**config.mk**
```make
export PLATFORM = sky130hd
export DESIGN_NAME = layer3_scalefactor_parser_core
export DESIGN_NICKNAME = d
export VERILOG_FILES = /design/src/design/scfp_pkg.sv /design/src/design/scfp_field.sv /design/src/design/scfp_store.sv /design/src/design/layer3_scalefactor_parser_core.sv
export SDC_FILE = /design/constraint.sdc
export NUM_CORES = 1
export LEC_CHECK = 0
export BUFFER_PORTS_ARGS = -buffer_cell sky130_fd_sc_hd__buf_2
export CORE_ASPECT_RATIO = 1.2
export CORE_MARGIN = 2
export CORE_UTILIZATION = 40
export CTS_BUF_LIST = sky130_fd_sc_hd__clkbuf_16
export CTS_CLUSTER_SIZE = 8
export DETAILED_ROUTE_END_ITERATION = 8
export GPL_TIMING_DRIVEN = 0
export PLACE_DENSITY = 0.57
export SLEW_MARGIN = 15
export SYNTH_ARGS = -nofsm -noshare
export SYNTH_HDL_FRONTEND = slang
export SYNTH_SLANG_ARGS = --single-unit
```
**constraint.sdc**
```tcl
create_clock -name clk_i -period 4.3 [get_ports clk_i]
set_input_delay 0.43 -clock clk_i [delete_from_list [all_inputs] [get_ports clk_i]]
set_output_delay 0.43 -clock clk_i [all_outputs]
set_load 0.005 [all_outputs]
```
**src/design/scfp_pkg.sv**
```systemverilog
`default_nettype none

package scfp_pkg;

  // One input transaction: a granule header or a single part 2 data bit.
  typedef struct packed {
    logic       func;
    logic       channel;
    logic       second_granule;
    logic       short_blocks;
    logic       mixed_blocks;
    logic [2:0] length_first;
    logic [1:0] length_second;
    logic [3:0] reuse_mask;
    logic       data_bit;
  } scfp_in_t;

  // One decoded scalefactor.
  typedef struct packed {
    logic       out_channel;
    logic       out_granule;
    logic [1:0] window;
    logic [4:0] band;
    logic [3:0] value;
    logic       last;
  } scfp_out_t;

  typedef enum logic [2:0] {
    S_IDLE,   // no granule open
    S_BITS,   // waiting for data bits of the current field
    S_SCAN,   // classify current entry: bits, copy or zero
    S_COPY,   // store read data arriving
    S_EMIT    // result ready for the output register
  } scfp_state_e;

  // Control from the sequencer to the field shifter.
  typedef struct packed {
    logic       clr;
    logic       shift;
    logic       bit_in;
    logic [2:0] len;
  } scfp_field_ctl_t;

  localparam int unsigned LONG_BANDS = 21;

  localparam logic [1:0] WIN_FIRST = 2'd0;
  localparam logic [1:0] WIN_LAST  = 2'd2;
  localparam logic [1:0] WIN_LONG  = 2'd3;

  localparam logic [4:0] LONG_LAST_BAND    = 5'd20;
  localparam logic [4:0] SHORT_LAST_BAND   = 5'd11;
  localparam logic [4:0] MIXED_LONG_LAST   = 5'd7;
  localparam logic [4:0] MIXED_SHORT_FIRST = 5'd3;
  localparam logic [4:0] RANGE2_LONG       = 5'd11;
  localparam logic [4:0] RANGE2_SHORT      = 5'd6;
  localparam logic [4:0] GROUP1_FIRST      = 5'd6;
  localparam logic [4:0] GROUP2_FIRST      = 5'd11;
  localparam logic [4:0] GROUP3_FIRST      = 5'd16;

endpackage

`default_nettype wire

```
**src/design/scfp_field.sv**
```systemverilog
`default_nettype none

// Bit-serial field shifter: one data bit per shift, MSB first, keeps the
// low four bits and counts bits taken against the field length.
module scfp_field (
  input  logic                     clk_i,
  input  logic                     rst_ni,
  input  scfp_pkg::scfp_field_ctl_t ctl_i,
  output logic [3:0]               value_o,
  output logic                     done_o
);
  import scfp_pkg::*;

  logic [3:0] acc_q, acc_d;
  logic [2:0] cnt_q, cnt_d;
  logic [3:0] acc_shift;
  logic [2:0] cnt_inc;

  assign acc_shift = {acc_q[2:0], ctl_i.bit_in};
  assign cnt_inc   = cnt_q + 3'd1;
  assign done_o    = ctl_i.shift && (cnt_inc >= ctl_i.len);
  assign value_o   = acc_shift;

  always_comb begin
    acc_d = acc_q;
    cnt_d = cnt_q;
    if (ctl_i.clr || done_o) begin
      acc_d = '0;
      cnt_d = '0;
    end else if (ctl_i.shift) begin
      acc_d = acc_shift;
      cnt_d = cnt_inc;
    end
  end

  always_ff @(posedge clk_i or negedge rst_ni) begin
    if (!rst_ni) begin
      acc_q <= '0;
      cnt_q <= '0;
    end else begin
      acc_q <= acc_d;
      cnt_q <= cnt_d;
    end
  end

endmodule

`default_nettype wire

```
**src/design/scfp_store.sv**
```systemverilog
`default_nettype none

// Granule 0 long scalefactor store, one write and one registered read port.
module scfp_store #(
  parameter int unsigned DEPTH = 42,
  parameter int unsigned AW    = 6
) (
  input  logic          clk_i,
  input  logic          we_i,
  input  logic [AW-1:0] waddr_i,
  input  logic [3:0]    wdata_i,
  input  logic          re_i,
  input  logic [AW-1:0] raddr_i,
  output logic [3:0]    rdata_o
);
  import scfp_pkg::*;

  logic [3:0] mem_q [DEPTH];
  logic [3:0] rdata_q;

  always_ff @(posedge clk_i) begin
    if (we_i) begin
      mem_q[waddr_i] <= wdata_i;
    end
    if (re_i) begin
      rdata_q <= mem_q[raddr_i];
    end
  end

  assign rdata_o = rdata_q;

endmodule

`default_nettype wire

```
**src/design/layer3_scalefactor_parser_core.sv**
```systemverilog
`default_nettype none

// MPEG-1 Layer III scalefactor parser.
// Input channel (in_valid_i / in_stall_o / in_data_i): a header transaction
// (func = 0) opens one granule of one channel; data transactions (func = 1)
// then deliver the part 2 bits one per transaction, MSB first. Data bits
// arriving with no granule open are dropped. A header always restarts.
// Output channel (out_valid_o / out_stall_i / out_data_o): one transaction
// per scalefactor, in bitstream order, last = 1 on the final one.
// Flow: a field's final bit is accepted into the pending value register; in
// the emit state the result moves to the output register once that is free.
// Between fields the sequencer classifies the next entry in its scan state,
// so input is stalled in the scan and emit states; entries copied from
// granule 0 (scan, copy, emit; one store read) or of zero length (scan, emit)
// are produced without input and hold in_stall_o high meanwhile. Data bits
// themselves go in at one per cycle through the bit-serial field shifter while in_stall_o is low.
// A held output register lets the sequencer run on while a result waits;
// when the receiver stalls with the register full, the sequencer holds in
// its emit state and input stalls. Reset empties the output register and
// closes any open granule; the granule 0 store is not cleared.
module layer3_scalefactor_parser_core #(
  parameter int unsigned CHANNELS = 2
) (
  input  logic                clk_i,
  input  logic                rst_ni,
  input  logic                in_valid_i,
  output logic                in_stall_o,
  input  scfp_pkg::scfp_in_t  in_data_i,
  output logic                out_valid_o,
  input  logic                out_stall_i,
  output scfp_pkg::scfp_out_t out_data_o
);
  import scfp_pkg::*;

  localparam int unsigned DEPTH = CHANNELS * LONG_BANDS;
  localparam int unsigned AW    = $clog2(DEPTH);

  scfp_state_e state_q, state_d;

  // header fields of the open granule
  logic       hdr_ch_q, hdr_gr_q, hdr_short_q;
  logic [2:0] hdr_len1_q;
  logic [1:0] hdr_len2_q;
  logic [3:0] hdr_reuse_q;

  // sequence position as window/band
  logic [1:0] win_q, win_d;
  logic [4:0] band_q, band_d;

  logic [3:0] val_q;
  logic       out_valid_q;
  scfp_out_t  out_q;

  logic in_acc, hdr_acc, bit_acc, out_free;
  logic emit, rd_en, range2, copy_c, last_c;
  logic [2:0] len_c;
  logic [1:0] group_c;
  logic ch_in;

  scfp_field_ctl_t field_ctl;
  logic [3:0] field_val;
  logic       field_done;
  logic [3:0] store_rdata;
  logic [AW-1:0] store_addr;
  logic          store_we;

  // handshakes
  assign in_stall_o = !((state_q == S_IDLE) || (state_q == S_BITS));
  assign in_acc     = in_valid_i && !in_stall_o;
  assign hdr_acc    = in_acc && !in_data_i.func;
  assign bit_acc    = in_acc && in_data_i.func && (state_q == S_BITS);
  assign out_free   = !out_valid_q || !out_stall_i;
  assign ch_in      = (CHANNELS > 1) ? in_data_i.channel : 1'b0;

  // current entry classification
  assign range2 = (win_q == WIN_LONG) ? (band_q >= RANGE2_LONG) : (band_q >= RANGE2_SHORT);
  assign len_c  = range2 ? {1'b0, hdr_len2_q} : hdr_len1_q;

  always_comb begin
    if (band_q < GROUP1_FIRST)      group_c = 2'd0;
    else if (band_q < GROUP2_FIRST) group_c = 2'd1;
    else if (band_q < GROUP3_FIRST) group_c = 2'd2;
    else                            group_c = 2'd3;
  end

  // reuse only for pure long granules of granule 1
  assign copy_c = hdr_gr_q && !hdr_short_q && (win_q == WIN_LONG) && hdr_reuse_q[group_c];
  assign last_c = (win_q == WIN_LONG) ? (!hdr_short_q && (band_q == LONG_LAST_BAND))
                                      : ((win_q == WIN_LAST) && (band_q == SHORT_LAST_BAND));

  // next state
  always_comb begin
    state_d = state_q;
    unique case (state_q)
      S_IDLE: begin
        if (hdr_acc) state_d = S_SCAN;
      end
      S_BITS: begin
        if (hdr_acc)                    state_d = S_SCAN;
        else if (bit_acc && field_done) state_d = S_EMIT;
      end
      S_SCAN: begin
        if (copy_c)             state_d = S_COPY;
        else if (len_c == 3'd0) state_d = S_EMIT;
        else                    state_d = S_BITS;
      end
      S_COPY: state_d = S_EMIT;
      S_EMIT: begin
        if (out_free) state_d = last_c ? S_IDLE : S_SCAN;
      end
      default: state_d = S_IDLE;
    endcase
  end

  // control outputs
  always_comb begin
    emit             = (state_q == S_EMIT) && out_free;
    rd_en            = (state_q == S_SCAN) && copy_c;
    field_ctl.clr    = hdr_acc;
    field_ctl.shift  = bit_acc;
    field_ctl.bit_in = in_data_i.data_bit;
    field_ctl.len    = len_c;
  end

  // window/band stepping
  always_comb begin
    win_d  = win_q;
    band_d = band_q;
    if (hdr_acc) begin
      band_d = '0;
      win_d  = (in_data_i.short_blocks && !in_data_i.mixed_blocks) ? WIN_FIRST : WIN_LONG;
    end else if (emit) begin
      if (win_q == WIN_LONG) begin
        if (hdr_short_q && (band_q == MIXED_LONG_LAST)) begin
          win_d  = WIN_FIRST;
          band_d = MIXED_SHORT_FIRST;
        end else begin
          band_d = band_q + 5'd1;
        end
      end else if (win_q == WIN_LAST) begin
        win_d  = WIN_FIRST;
        band_d = band_q + 5'd1;
      end else begin
        win_d = win_q + 2'd1;
      end
    end
  end

  always_ff @(posedge clk_i or negedge rst_ni) begin
    if (!rst_ni) begin
      state_q     <= S_IDLE;
      win_q       <= '0;
      band_q      <= '0;
      out_valid_q <= 1'b0;
      hdr_ch_q    <= 1'b0;
      hdr_gr_q    <= 1'b0;
      hdr_short_q <= 1'b0;
      hdr_len1_q  <= '0;
      hdr_len2_q  <= '0;
      hdr_reuse_q <= '0;
    end else begin
      state_q <= state_d;
      win_q   <= win_d;
      band_q  <= band_d;
      if (emit)          out_valid_q <= 1'b1;
      else if (out_free) out_valid_q <= 1'b0;
      if (hdr_acc) begin
        hdr_ch_q    <= ch_in;
        hdr_gr_q    <= in_data_i.second_granule;
        hdr_short_q <= in_data_i.short_blocks;
        hdr_len1_q  <= in_data_i.length_first;
        hdr_len2_q  <= in_data_i.length_second;
        hdr_reuse_q <= in_data_i.reuse_mask;
      end
    end
  end

  // pending value and output register
  always_ff @(posedge clk_i) begin
    if (bit_acc && field_done)                       val_q <= field_val;
    else if ((state_q == S_SCAN) && !copy_c)         val_q <= '0;
    else if (state_q == S_COPY)                      val_q <= store_rdata;
    if (emit) begin
      out_q.out_channel <= hdr_ch_q;
      out_q.out_granule <= hdr_gr_q;
      out_q.window      <= win_q;
      out_q.band        <= band_q;
      out_q.value       <= val_q;
      out_q.last        <= last_c;
    end
  end

  assign out_valid_o = out_valid_q;
  assign out_data_o  = out_q;

  // store: granule 0 long scalefactors, mixed long bands included
  assign store_addr = hdr_ch_q ? AW'(32'(LONG_BANDS) + 32'(band_q)) : AW'(band_q);
  assign store_we   = emit && !hdr_gr_q && (win_q == WIN_LONG);

  scfp_field u_field (
    .clk_i   (clk_i),
    .rst_ni  (rst_ni),
    .ctl_i   (field_ctl),
    .value_o (field_val),
    .done_o  (field_done)
  );

  scfp_store #(
    .DEPTH (DEPTH),
    .AW    (AW)
  ) u_store (
    .clk_i   (clk_i),
    .we_i    (store_we),
    .waddr_i (store_addr),
    .wdata_i (val_q),
    .re_i    (rd_en),
    .raddr_i (store_addr),
    .rdata_o (store_rdata)
  );

`ifndef SYNTHESIS
  a_emit_room: assert property (@(posedge clk_i) disable iff (!rst_ni)
    emit |-> out_free)
    else $error("result formed while output register blocked");

  a_band_range: assert property (@(posedge clk_i) disable iff (!rst_ni)
    out_valid_o |-> (out_data_o.band <= LONG_LAST_BAND))
    else $error("band out of range");

  a_last_entry: assert property (@(posedge clk_i) disable iff (!rst_ni)
    (out_valid_o && out_data_o.last) |->
      ((out_data_o.band == LONG_LAST_BAND && out_data_o.window == WIN_LONG) ||
       (out_data_o.band == SHORT_LAST_BAND && out_data_o.window == WIN_LAST)))
    else $error("last flag on wrong entry");

  a_close_granule: assert property (@(posedge clk_i) disable iff (!rst_ni)
    (emit && last_c) |=> (state_q == S_IDLE))
    else $error("granule not closed after last scalefactor");
`endif

endmodule

`default_nettype wire
```
==> After elaboration in Yosys (flattened, before gate mapping) <==
Memories as Yosys holds them, arrays and structs flattened. A register that Yosys moved wholly into a read port is not among the register bits.
Cells that the tools add are included.
{ "classes": {"mux": 39, "order_cmp": 7, "n_addsub": 4, "eq_ne": 13, "n_reduce_logical": 39} }
{ "op_table": {"columns": ["op", "n"], "rows": [
  ["$mux 3", 11],
  ["$mux 5", 5],
  ["$logic_and 1x1->1", 18],
  ["$mux 2", 9],
  ["$pmux 3 s5", 1],
  ["$mux 4", 3],
  ["$logic_not 1->1", 8],
  ["$mux 1", 8],
  ["$add 5x5->6 const A", 1],
  ["$eq 3x2->1 const B", 2],
  ["$logic_not 3->1", 2],
  ["$mux 6", 1],
  ["$reduce_bool 2->1", 3],
  ["$reduce_bool 3->1", 2],
  ["$add 5x1->5 const B", 1],
  ["$eq 5x3->1 const B", 1],
  ["$eq 5x4->1 const B", 1],
  ["$eq 5x5->1 const B", 1],
  ["$ge 5x3->1 const B", 1],
  ["$ge 5x4->1 const B", 1],
  ["$lt 5x3->1 const B", 1],
  ["$lt 5x4->1 const B", 1],
  ["$lt 5x5->1 const B", 1],
  ["$eq 2x2->1 const B", 2],
  ["other kinds (13)", 17]
]} }
{ "word_totals": {"output_inout_bits": 16, "mem_count": 1, "register_bits": 47, "mem_bits_rw": 168, "input_bits": 19, "word_cells": 122} }
{ "memory_table": {"columns": ["memory", "depth", "word_bits", "read_ports", "rd_ports_with_merged_regs", "write_ports", "line", "text"], "rows": [
  ["u_store.mem_q", 42, 4, 1, 1, 1, "scfp_store.sv:18", "logic [3:0] mem_q [DEPTH];"]
]} }

==> Depth between registers and ports, before layout <==
Gate-level depths: netlist of run 1.
{ "logic_depth": {"ltp_word": 11, "ltp_mapped": 15} }

==> Cells and area by module <==
Synthesis of run 1 repeated with hierarchy kept, for this count alone.
{ "unflattened": {"hier_cells": 636, "hier_area_um2": 9611.7} }
{ "by_module_without_submodules": {"columns": ["module", "cells_per_inst", "area_per_inst_um2", "instances"], "rows": [
  ["scfp_store", 411, 7123.1, 1],
  ["layer3_scalefactor_parser_core", 182, 2067.0, 1],
  ["scfp_field", 43, 421.7, 1]
]} }

==> Least setup slack after synthesis of run 1 <==
No wires, ideal clock.
{ "synth_timing": {"path_type": "register to register", "from": "reg band_q[0]", "to": "reg val_q[0], enable pin", "synth_period_minus_slack_ns": 3.567, "t_arrival_ns": 3.265, "path_stages_with_launch": 16, "slack_ns": 0.733, "path_buffers": 3, "path_cell_list": "dfrtp_1 buf_2 buf_4 buf_2 inv_1 ha_1 o21ai_0 a32oi_1 mux2_2 ha_1 nand2b_1 a21o_1 a21oi_1 nor2_1 a21oi_1 o21ai_0"} }
{ "synth_between": {"elab_chain_cells": 10, "word_cells_on_any_way": 19, "classes_between": "order compare (6); mux (7); reduce/logical (6)"} }
{ "synth_rtl": {"columns": ["element", "line", "text"], "rows": [
  ["start, declared", "layer3_scalefactor_parser_core.sv:48", "logic [4:0] band_q, band_d;"],
  ["start signal, assigned", "layer3_scalefactor_parser_core.sv:164", "band_q <= band_d;"],
  ["$lt 5x5->1", "layer3_scalefactor_parser_core.sv:82", "else if (band_q < GROUP3_FIRST) group_c = 2'd2;"],
  ["$mux 1", "layer3_scalefactor_parser_core.sv:82", null],
  ["$mux 2", "layer3_scalefactor_parser_core.sv:81", "else if (band_q < GROUP2_FIRST) group_c = 2'd1;"],
  ["$mux 2", "layer3_scalefactor_parser_core.sv:80", "if (band_q < GROUP1_FIRST) group_c = 2'd0;"],
  ["$bmux 1 s2", "layer3_scalefactor_parser_core.sv:87", "assign copy_c = hdr_gr_q && !hdr_short_q && (win_q == WIN_LONG) && hdr_reuse_q[group_c];"],
  ["$mux 1 (not written as such)", "layer3_scalefactor_parser_core.sv:87", null],
  ["$logic_and 1x1->1", "layer3_scalefactor_parser_core.sv:87", null],
  ["$logic_not 1->1", "layer3_scalefactor_parser_core.sv:181", "else if ((state_q == S_SCAN) && !copy_c) val_q <= '0;"],
  ["$logic_and 1x1->1", "layer3_scalefactor_parser_core.sv:181", null],
  ["$reduce_bool 3->1 (no source line) (*)", null, null],
  ["end signal, assigned", "layer3_scalefactor_parser_core.sv:180", "if (bit_acc && field_done) val_q <= field_val;"],
  ["end signal, assigned", "layer3_scalefactor_parser_core.sv:182", "else if (state_q == S_COPY) val_q <= store_rdata;"],
  ["end, declared", "layer3_scalefactor_parser_core.sv:50", "logic [3:0] val_q;"]
]} }
Every way passes the cells marked *; elsewhere a longest branch is shown, timed or not. The select of a mux whose other input is x is not followed.
A chain may end at the register's enable or synchronous reset.

==> Worst setup path after layout of run 1 <==
{ "layout_timing": {"from": "reg band_q[0]", "to": "mem u_store.mem_q[1][1], enable pin"} }
{ "layout_between": {"elab_chain_cells": 2} }
{ "layout_rtl": {"columns": ["element", "line", "text"], "rows": [
  ["$add 5x5->6", "layer3_scalefactor_parser_core.sv:197", "assign store_addr = hdr_ch_q ? AW'(32'(LONG_BANDS) + 32'(band_q)) : AW'(band_q);"],
  ["$mux 6 (*)", "layer3_scalefactor_parser_core.sv:197", null],
  ["end, declared", "scfp_store.sv:18", null]
]} }
Every way passes the cells marked *; elsewhere a longest branch is shown, timed or not.

==> results of run 1 <==
==> layer usage <==
metal	part of all wire	GRT usage	wire length [um]	up-vias
met5	0	0	0	-
met4	0.054	0.118	1610	0
met3	0.080	0.0334	2400	100
met2	0.48	0.386	14400	407
met1	0.39	0.292	11500	3444
li1	-	-	-	2992
==> path summary, 6_finish.rpt <==
path | endpoint | slack, ns | cells past startpoint
max | u_store.mem_q[1][1]$_DFFE_PP_ | 0.11 | 10
max in group asynchronous | u_field.acc_q[2]$_DFFE_PN0P_ | 3.40 | 2
min | hdr_len1_q[2]$_DFFE_PN0P_ | 0.11 | 2
min in group asynchronous | band_q[3]$_DFFE_PN0P_ | 0.45 | 2
min reg2reg | out_data_o[8]$_DFFE_PP_ | 0.44 | 0
max reg2reg | u_store.mem_q[1][1]$_DFFE_PP_ | 0.11 | 10
==> power groups by stage <==
stage | combinational (W) | clock (W) | sequential [W]
3_5_place_dp | 0.00187 | 0 | 0.00288
2_1_floorplan | 0.00101 | 0 | 0.00290
4_1_cts | 0.00191 | 0.00218 | 0.00284
5_1_grt | 0.00208 | 0.00227 | 0.00287
3_3_place_gp | 0.00157 | 0 | 0.00306
6_report | 0.00196 | 0.00215 | 0.00284
==> through the flow <==
step	cell area (um^2)	TNS, ns	hold slack, ns	util
floorplan	9720	0	0.134	-
global placement	10300	-8.07	0.428	0.431
detailed placement	10400	-8.47	0.434	0.436
CTS	11400	-0.486	0.107	0.476
global route	11400	0	0.118	0.479
finish	11400	0	0.112	0.479
==> cell type report <==
class / count / area (um^2) / area share
plain buffers: 36 / 189 / 0.0165
inverters: 9 / 33.8 / 0.00295
repair buffers: 46 / 332 / 0.0290
clock buffers: 31 / 776 / 0.0678
well taps: 320 / 400 / 0.0350
flip-flops and latches: 219 / 6430 / 0.562
clock inverters: 27 / 110 / 0.00963
multi-input cells: 442 / 3160 / 0.277
==> flip-flops by register name (all words and copies together), names as in the netlist, 3 cells and up <==
signal,count
u_store.mem_q,168
out_data_o,14
band_q,5
hdr_reuse_q,4
u_store.rdata_o,4
val_q,4
hdr_len1_q,3
state_q,3
u_field.acc_q,3
u_field.cnt_q,3
==> what timing repair did <==
| action | in CTS | in global routing |
|---|---|---|
| buffers inserted | 0 | 3 |
| hold buffers | 1 | 0 |
| setup endpoints to repair | 104 | 101 |
| endpoints found under the hold margin | 29 | 0 |
| resized for setup | 13 | 11 |
| pin swaps | 0 | 1 |
==> cell families (layout without fill, tap and decap cells) <==
| family | after synthesis | in the layout | synth area share |
|---|---|---|---|
| multiplexers | 49 | 49 | 0.0558 |
| buffers and inverters | 45 | 149 | 0.0223 |
| flip-flops | 219 | 219 | 0.661 |
| AO/OA/AOI/OAI | 186 | 186 | 0.147 |
| XOR/XNOR | 4 | 4 | 0.00438 |
| AND/OR/NAND/NOR | 196 | 196 | 0.100 |
| adder cells (fa/ha/maj) | 7 | 7 | 0.00901 |
==> cells in the mapped netlist (4+ instances only) <==
cell type  count
a21oi_1       19
a221o_1        7
a221oi_1      20
a222oi_1      15
a22o_1        10
a22oi_1       17
a31oi_1        6
a32oi_1        7
and2_1         4
and3_1         5
buf_2         17
buf_4          5
clkbuf_1      13
dfrtp_1       29
edfxtp_1     190
ha_1           7
inv_1          7
mux2_2        22
mux2i_1       25
nand2_1       44
nand2b_1       9
nand3_1       14
nand4_1        8
nor2_1        63
nor2b_1       10
nor3_1        12
nor3b_1        5
o211ai_1       4
o21a_1         4
o21ai_0       29
o22ai_1        7
o22ai_2        5
or3_1          4
==> worst max-delay path, cell delays in order, from the launching register on <==
cell      delay, ns
dfrtp_1        0.38
buf_2          0.20
buf_4          0.21
clkbuf_4       0.28
inv_1          0.18
ha_1           0.35
buf_2          0.19
o32a_1         0.49
o22ai_4        0.46
nand2_1        0.49
nor2_1         0.58
==> flow_metrics.py, run 1 <==
metrics = {
    "outcome": {
        "status": "completed",
    },
    "setup_path": {
        "cp-start-kind": "flop",
        "cp_max_fo": 10,
        "startpoint": "band_q[0]$_DFFE_PN0P_",
        "arrival_ns": 4.37,
        "endpoint_kind": "flop",
        "critPathKind": "flop to flop",
        "cp.required_ns": 4.49,
        "rr_startpoint": "band_q[0]$_DFFE_PN0P_",
    },
    "power": {
        "power_switching_w": 0.00230,
        "p_total_w": 0.00696,
        "p_comb_frac": 0.282,
        "power.share.clock": 0.309,
        "power_density_nw_per_um2": 608,
        "vdd_drop_max_mv": 0.292,
        "p_leak_nw": 3.92,
        "power.internal_w": 0.00466,
        "power_frac_seq": 0.408,
        "p_sw_frac": 0.331,
    },
    "logic_synthesis": {
        "synth_enable_flop_cells": 190,
        "synth.area.top_cells": "edfxtp_1, dfrtp_1, mux2i_1, mux2_2, nor2_1",
        "synth-main-ff-cell": "edfxtp_1",
        "post_synth_num_cell_types": 75,
        "synthCells": 706,
        "ys_seq_area_frac": 0.661,
        "ys_warn_count": 0,
        "async_flop_share": 0.132,
        "syn_nets": 732,
        "synth_top_cell_area_share": 0.587,
        "syn_avg_cell_area_um2": 13.8,
        "synth_top_area_cell": "edfxtp_1",
        "synth_area_um2": 9720,
        "ys_ff_latch": 219,
    },
    "sta": {
        "final.period_utilization": 0.974,
        "finalWorstSetupSlack_ns": 0.110,
        "rsz0062_at_grt": "false",
        "finalCriticalPeriod_ns": 4.19,
        "tightest_slew_ns": 1.36,
        "drv_slew": 0,
        "finalHoldViolations": 0,
        "skew_ns": 0.0157,
        "slew_headroom": 0.0875,
        "setup_viol": 0,
        "fmax_mhz": 239,
    },
    "final_layout": {
        "area_growth_pct": 17.6,
        "fill_cells": 2164,
        "drive_above_1_share": 0.200,
        "nets": 811,
        "final_common_cell": "edfxtp_1",
        "layout_common_cells": "edfxtp_1, nor2_1, buf_2",
        "finalNonFillerCells": 1130,
        "num_antenna_cells": 0,
    },
    "cts": {
        "h-tree-depth": 1,
        "cts_tree": "yes",
        "cts_root_buffer": "clkbuf_16",
        "clk_latency_ns": 0.55,
        "clkSinkCount": 219,
        "clk_path_buf_depth": 3,
        "clk_pin_slew_worst_paths_ns": 0.05,
        "numCtsBuffers": 31,
    },
    "drt": {
        "drt_iter0_markers": 846,
        "routed-via-count": 6943,
        "dr.pass1.iters": 6,
        "vias_per_cell": 6.14,
        "ant_nets": 0,
        "wl_mm": 29.9,
        "wl_per_cell_um": 26.5,
        "drc_errors": 0,
    },
    "floorplanning": {
        "core_area_um2": 23900,
        "dieArea_um2": 25600,
        "die_x_um": 146,
        "pin_count": 35,
        "initial_core_util": 0.407,
        "die_h_um": 175,
        "rows": 62,
    },
    "placed_design": {
        "hpwl_mm": 20.7,
        "dp_cells": 1068,
        "port_buffers": 34,
        "post-place-ws_ns": -0.247,
        "place_congestion": 0.947,
    },
    "worst_hold_path": {
        "holdCritPathClass": "input pin to flop",
        "hold_start": "in_data_i[9]",
    },
    "grt": {
        "groute.usage.overall": 0.230,
        "antenna_found_initial": 0,
        "grt_pass1_wl_mm": 43.5,
        "grt_pass1_vias": 6740,
        "overflow": 0,
        "grt_max_degree": 30,
    },
    "flow_run": {
        "drv_cap": 0,
    },
}
No activity file was read; power rests on OpenSTA's default activity.
==> run 2: changes to the inputs <==
==> constraint.sdc (replaced) <==
create_clock -name clk_i -period 4.3 [get_ports clk_i]
set_input_delay 0.86 -clock clk_i [delete_from_list [all_inputs] [get_ports clk_i]]
set_output_delay 0.86 -clock clk_i [all_outputs]
set_load 0.005 [all_outputs]
==> run 2 against run 1 <==
Via count about the same. Register-to-register slack got worse by 0.02 ns. Die area unchanged. Largest power group unchanged. Combinational power about the same. Cell count about the same. Largest cell class unchanged.
==> flow_metrics.py, run 2 (synthesis results as in run 1) <==
metrics = {
    "sta": {
        "fmax_mhz": 237,
        "setup_viol": 0,
        "skew_ns": 0.0142,
        "finalWorstSetupSlack_ns": 0.0857,
        "final.period_utilization": 0.980,
        "finalCriticalPeriod_ns": 4.21,
        "holdWs_ns": 0.344,
        "finalHoldViolations": 0,
        "drv_slew": 0,
        "fin_tns_setup_ns": 0,
        "slew_headroom": 0.110,
        "rsz0062_at_grt": "false",
        "tightest_slew_ns": 1.33,
    },
    "cts": {
        "cts_tree": "yes",
        "h-tree-depth": 1,
        "clk_path_buf_depth": 3,
        "clk_latency_ns": 0.55,
        "cts_root_buffer": "clkbuf_16",
        "clkSinkCount": 219,
        "clk_pin_slew_worst_paths_ns": 0.06,
        "numCtsBuffers": 31,
    },
    "setup_path": {
        "arrival_ns": 4.40,
        "critPathKind": "flop to flop",
        "critPathMaxStageDelay_ns": 0.58,
        "cpMaxStageDelayCell": "nor2_1",
        "cpMostUsedCell": "buf_2",
        "cp-start-kind": "flop",
        "path_cells": "buf_2, buf_4, clkbuf_4, inv_1, ha_1, buf_2, o32a_1, o22ai_4, nand2_1, nor2_1",
        "cp_max_fo": 10,
        "cp.required_ns": 4.49,
        "endpoint_kind": "flop",
    },
    "grt": {
        "overflow": 0,
        "grt_max_degree": 30,
        "grt_pass1_wl_mm": 43.5,
        "grt_pass1_vias": 6740,
        "antenna_found_initial": 0,
        "groute.usage.overall": 0.230,
    },
    "drt": {
        "vias_per_cell": 6.15,
        "wl_per_cell_um": 26.5,
        "dr.pass1.iters": 6,
        "drc_errors": 0,
        "ant_nets": 0,
        "routed-via-count": 6939,
        "drt_iter0_markers": 843,
        "wl_mm": 29.9,
    },
    "power": {
        "power_density_nw_per_um2": 609,
        "vdd_drop_max_mv": 0.293,
        "p_leak_nw": 3.91,
    },
    "final_layout": {
        "drive_above_1_share": 0.200,
        "nets": 810,
        "layout_common_cells": "edfxtp_1, nor2_1, buf_2",
        "top_regs": "u_store.mem_q: 168 flops, out_data_o: 14 flops, band_q: 5 flops",
        "num_antenna_cells": 0,
        "regMostFlops": "u_store.mem_q",
        "final_common_cell": "edfxtp_1",
        "area_growth_pct": 17.5,
        "largest_reg_flops": 168,
    },
    "placed_design": {
        "place_congestion": 0.947,
        "hpwl_mm": 20.7,
        "post-place-ws_ns": -0.247,
        "port_buffers": 34,
    },
    "floorplanning": {
        "dieArea_um2": 25600,
        "die_x_um": 146,
        "core_area_um2": 23900,
        "die_h_um": 175,
        "rows": 62,
        "initial_core_util": 0.407,
        "pin_count": 35,
    },
    "flow_run": {
        "drv_cap": 0,
    },
    "outcome": {
        "status": "completed",
    },
    "worst_hold_path": {
        "holdCritPathClass": "input pin to asynchronous set/reset pin",
    },
}
==> run 2: layout make-up <==
class,count,area (um^2)
buffer,36,189
clock buffer,31,776
clock inverter,27,110
fill,2165,12500
inverter,9,33.8
multi-input combinational,442,3160
sequential,219,6430
tap,320,400
timing repair buffer,45,322
==> run 2: layer usage <==
layer,vias to the layer above,wire length (um),global-route usage
met5,-,0,0
met4,0,1640,0.118
met3,99,2460,0.0334
met2,410,14300,0.386
met1,3439,11500,0.292
li1,2991,-,-
==> run 2: power breakdown <==
part / internal, W / leakage, nW / switching [W] / total [W]
clock: 0.00128 / 0.520 / 0.000869 / 0.00215
sequential: 0.00269 / 2.08 / 0.000153 / 0.00284
combinational: 0.000686 / 1.31 / 0.00128 / 0.00197
==> run 2: what timing repair did <==
action / in CTS / in global routing
pin swaps: 0 / 1
resized for setup: 13 / 11
setup endpoints to repair: 104 / 101
endpoints found under the hold margin: 0 / 0
buffers inserted: 0 / 3
hold buffers: 0 / 0
==> run 2: worst paths after layout <==
path	startpoint	endpoint	slack, ns	cells after the start
worst max-delay path	band_q[0]$_DFFE_PN0P_	u_store.mem_q[1][3]$_DFFE_PP_	0.09	10
worst min-delay path	rst_ni	band_q[3]$_DFFE_PN0P_	0.34	1
worst max register to register	band_q[0]$_DFFE_PN0P_	u_store.mem_q[1][3]$_DFFE_PP_	0.09	10
worst min register to register	band_q[3]$_DFFE_PN0P_	out_data_o[8]$_DFFE_PP_	0.44	0
max in group asynchronous	rst_ni	u_field.acc_q[2]$_DFFE_PN0P_	3.50	1
min in group clk_i	band_q[3]$_DFFE_PN0P_	out_data_o[8]$_DFFE_PP_	0.44	0
==> run 2: worst max-delay path: cells and delay by family, from the launching register on <==
| family | cells | cell delay [ns] |
|---|---|---|
| buffers and inverters | 5 | 1.06 |
| and+or+nand+nor | 2 | 1.08 |
| adders and majority gates | 1 | 0.35 |
| DFF | 1 | 0.38 |
| AOI/OAI and AO/OA | 2 | 0.97 |
==> run 2: through the flow <==
stage	util	power, W	cell area, um^2	std cells
2_1_floorplan	-	0.00392	9720	706
3_3_place_gp	0.431	0.00463	10300	1060
3_5_place_dp	0.436	0.00475	10400	1068
4_1_cts	0.476	0.00692	11400	1126
5_1_grt	0.478	0.00722	11400	1129
6_report	0.478	0.00696	11400	1129
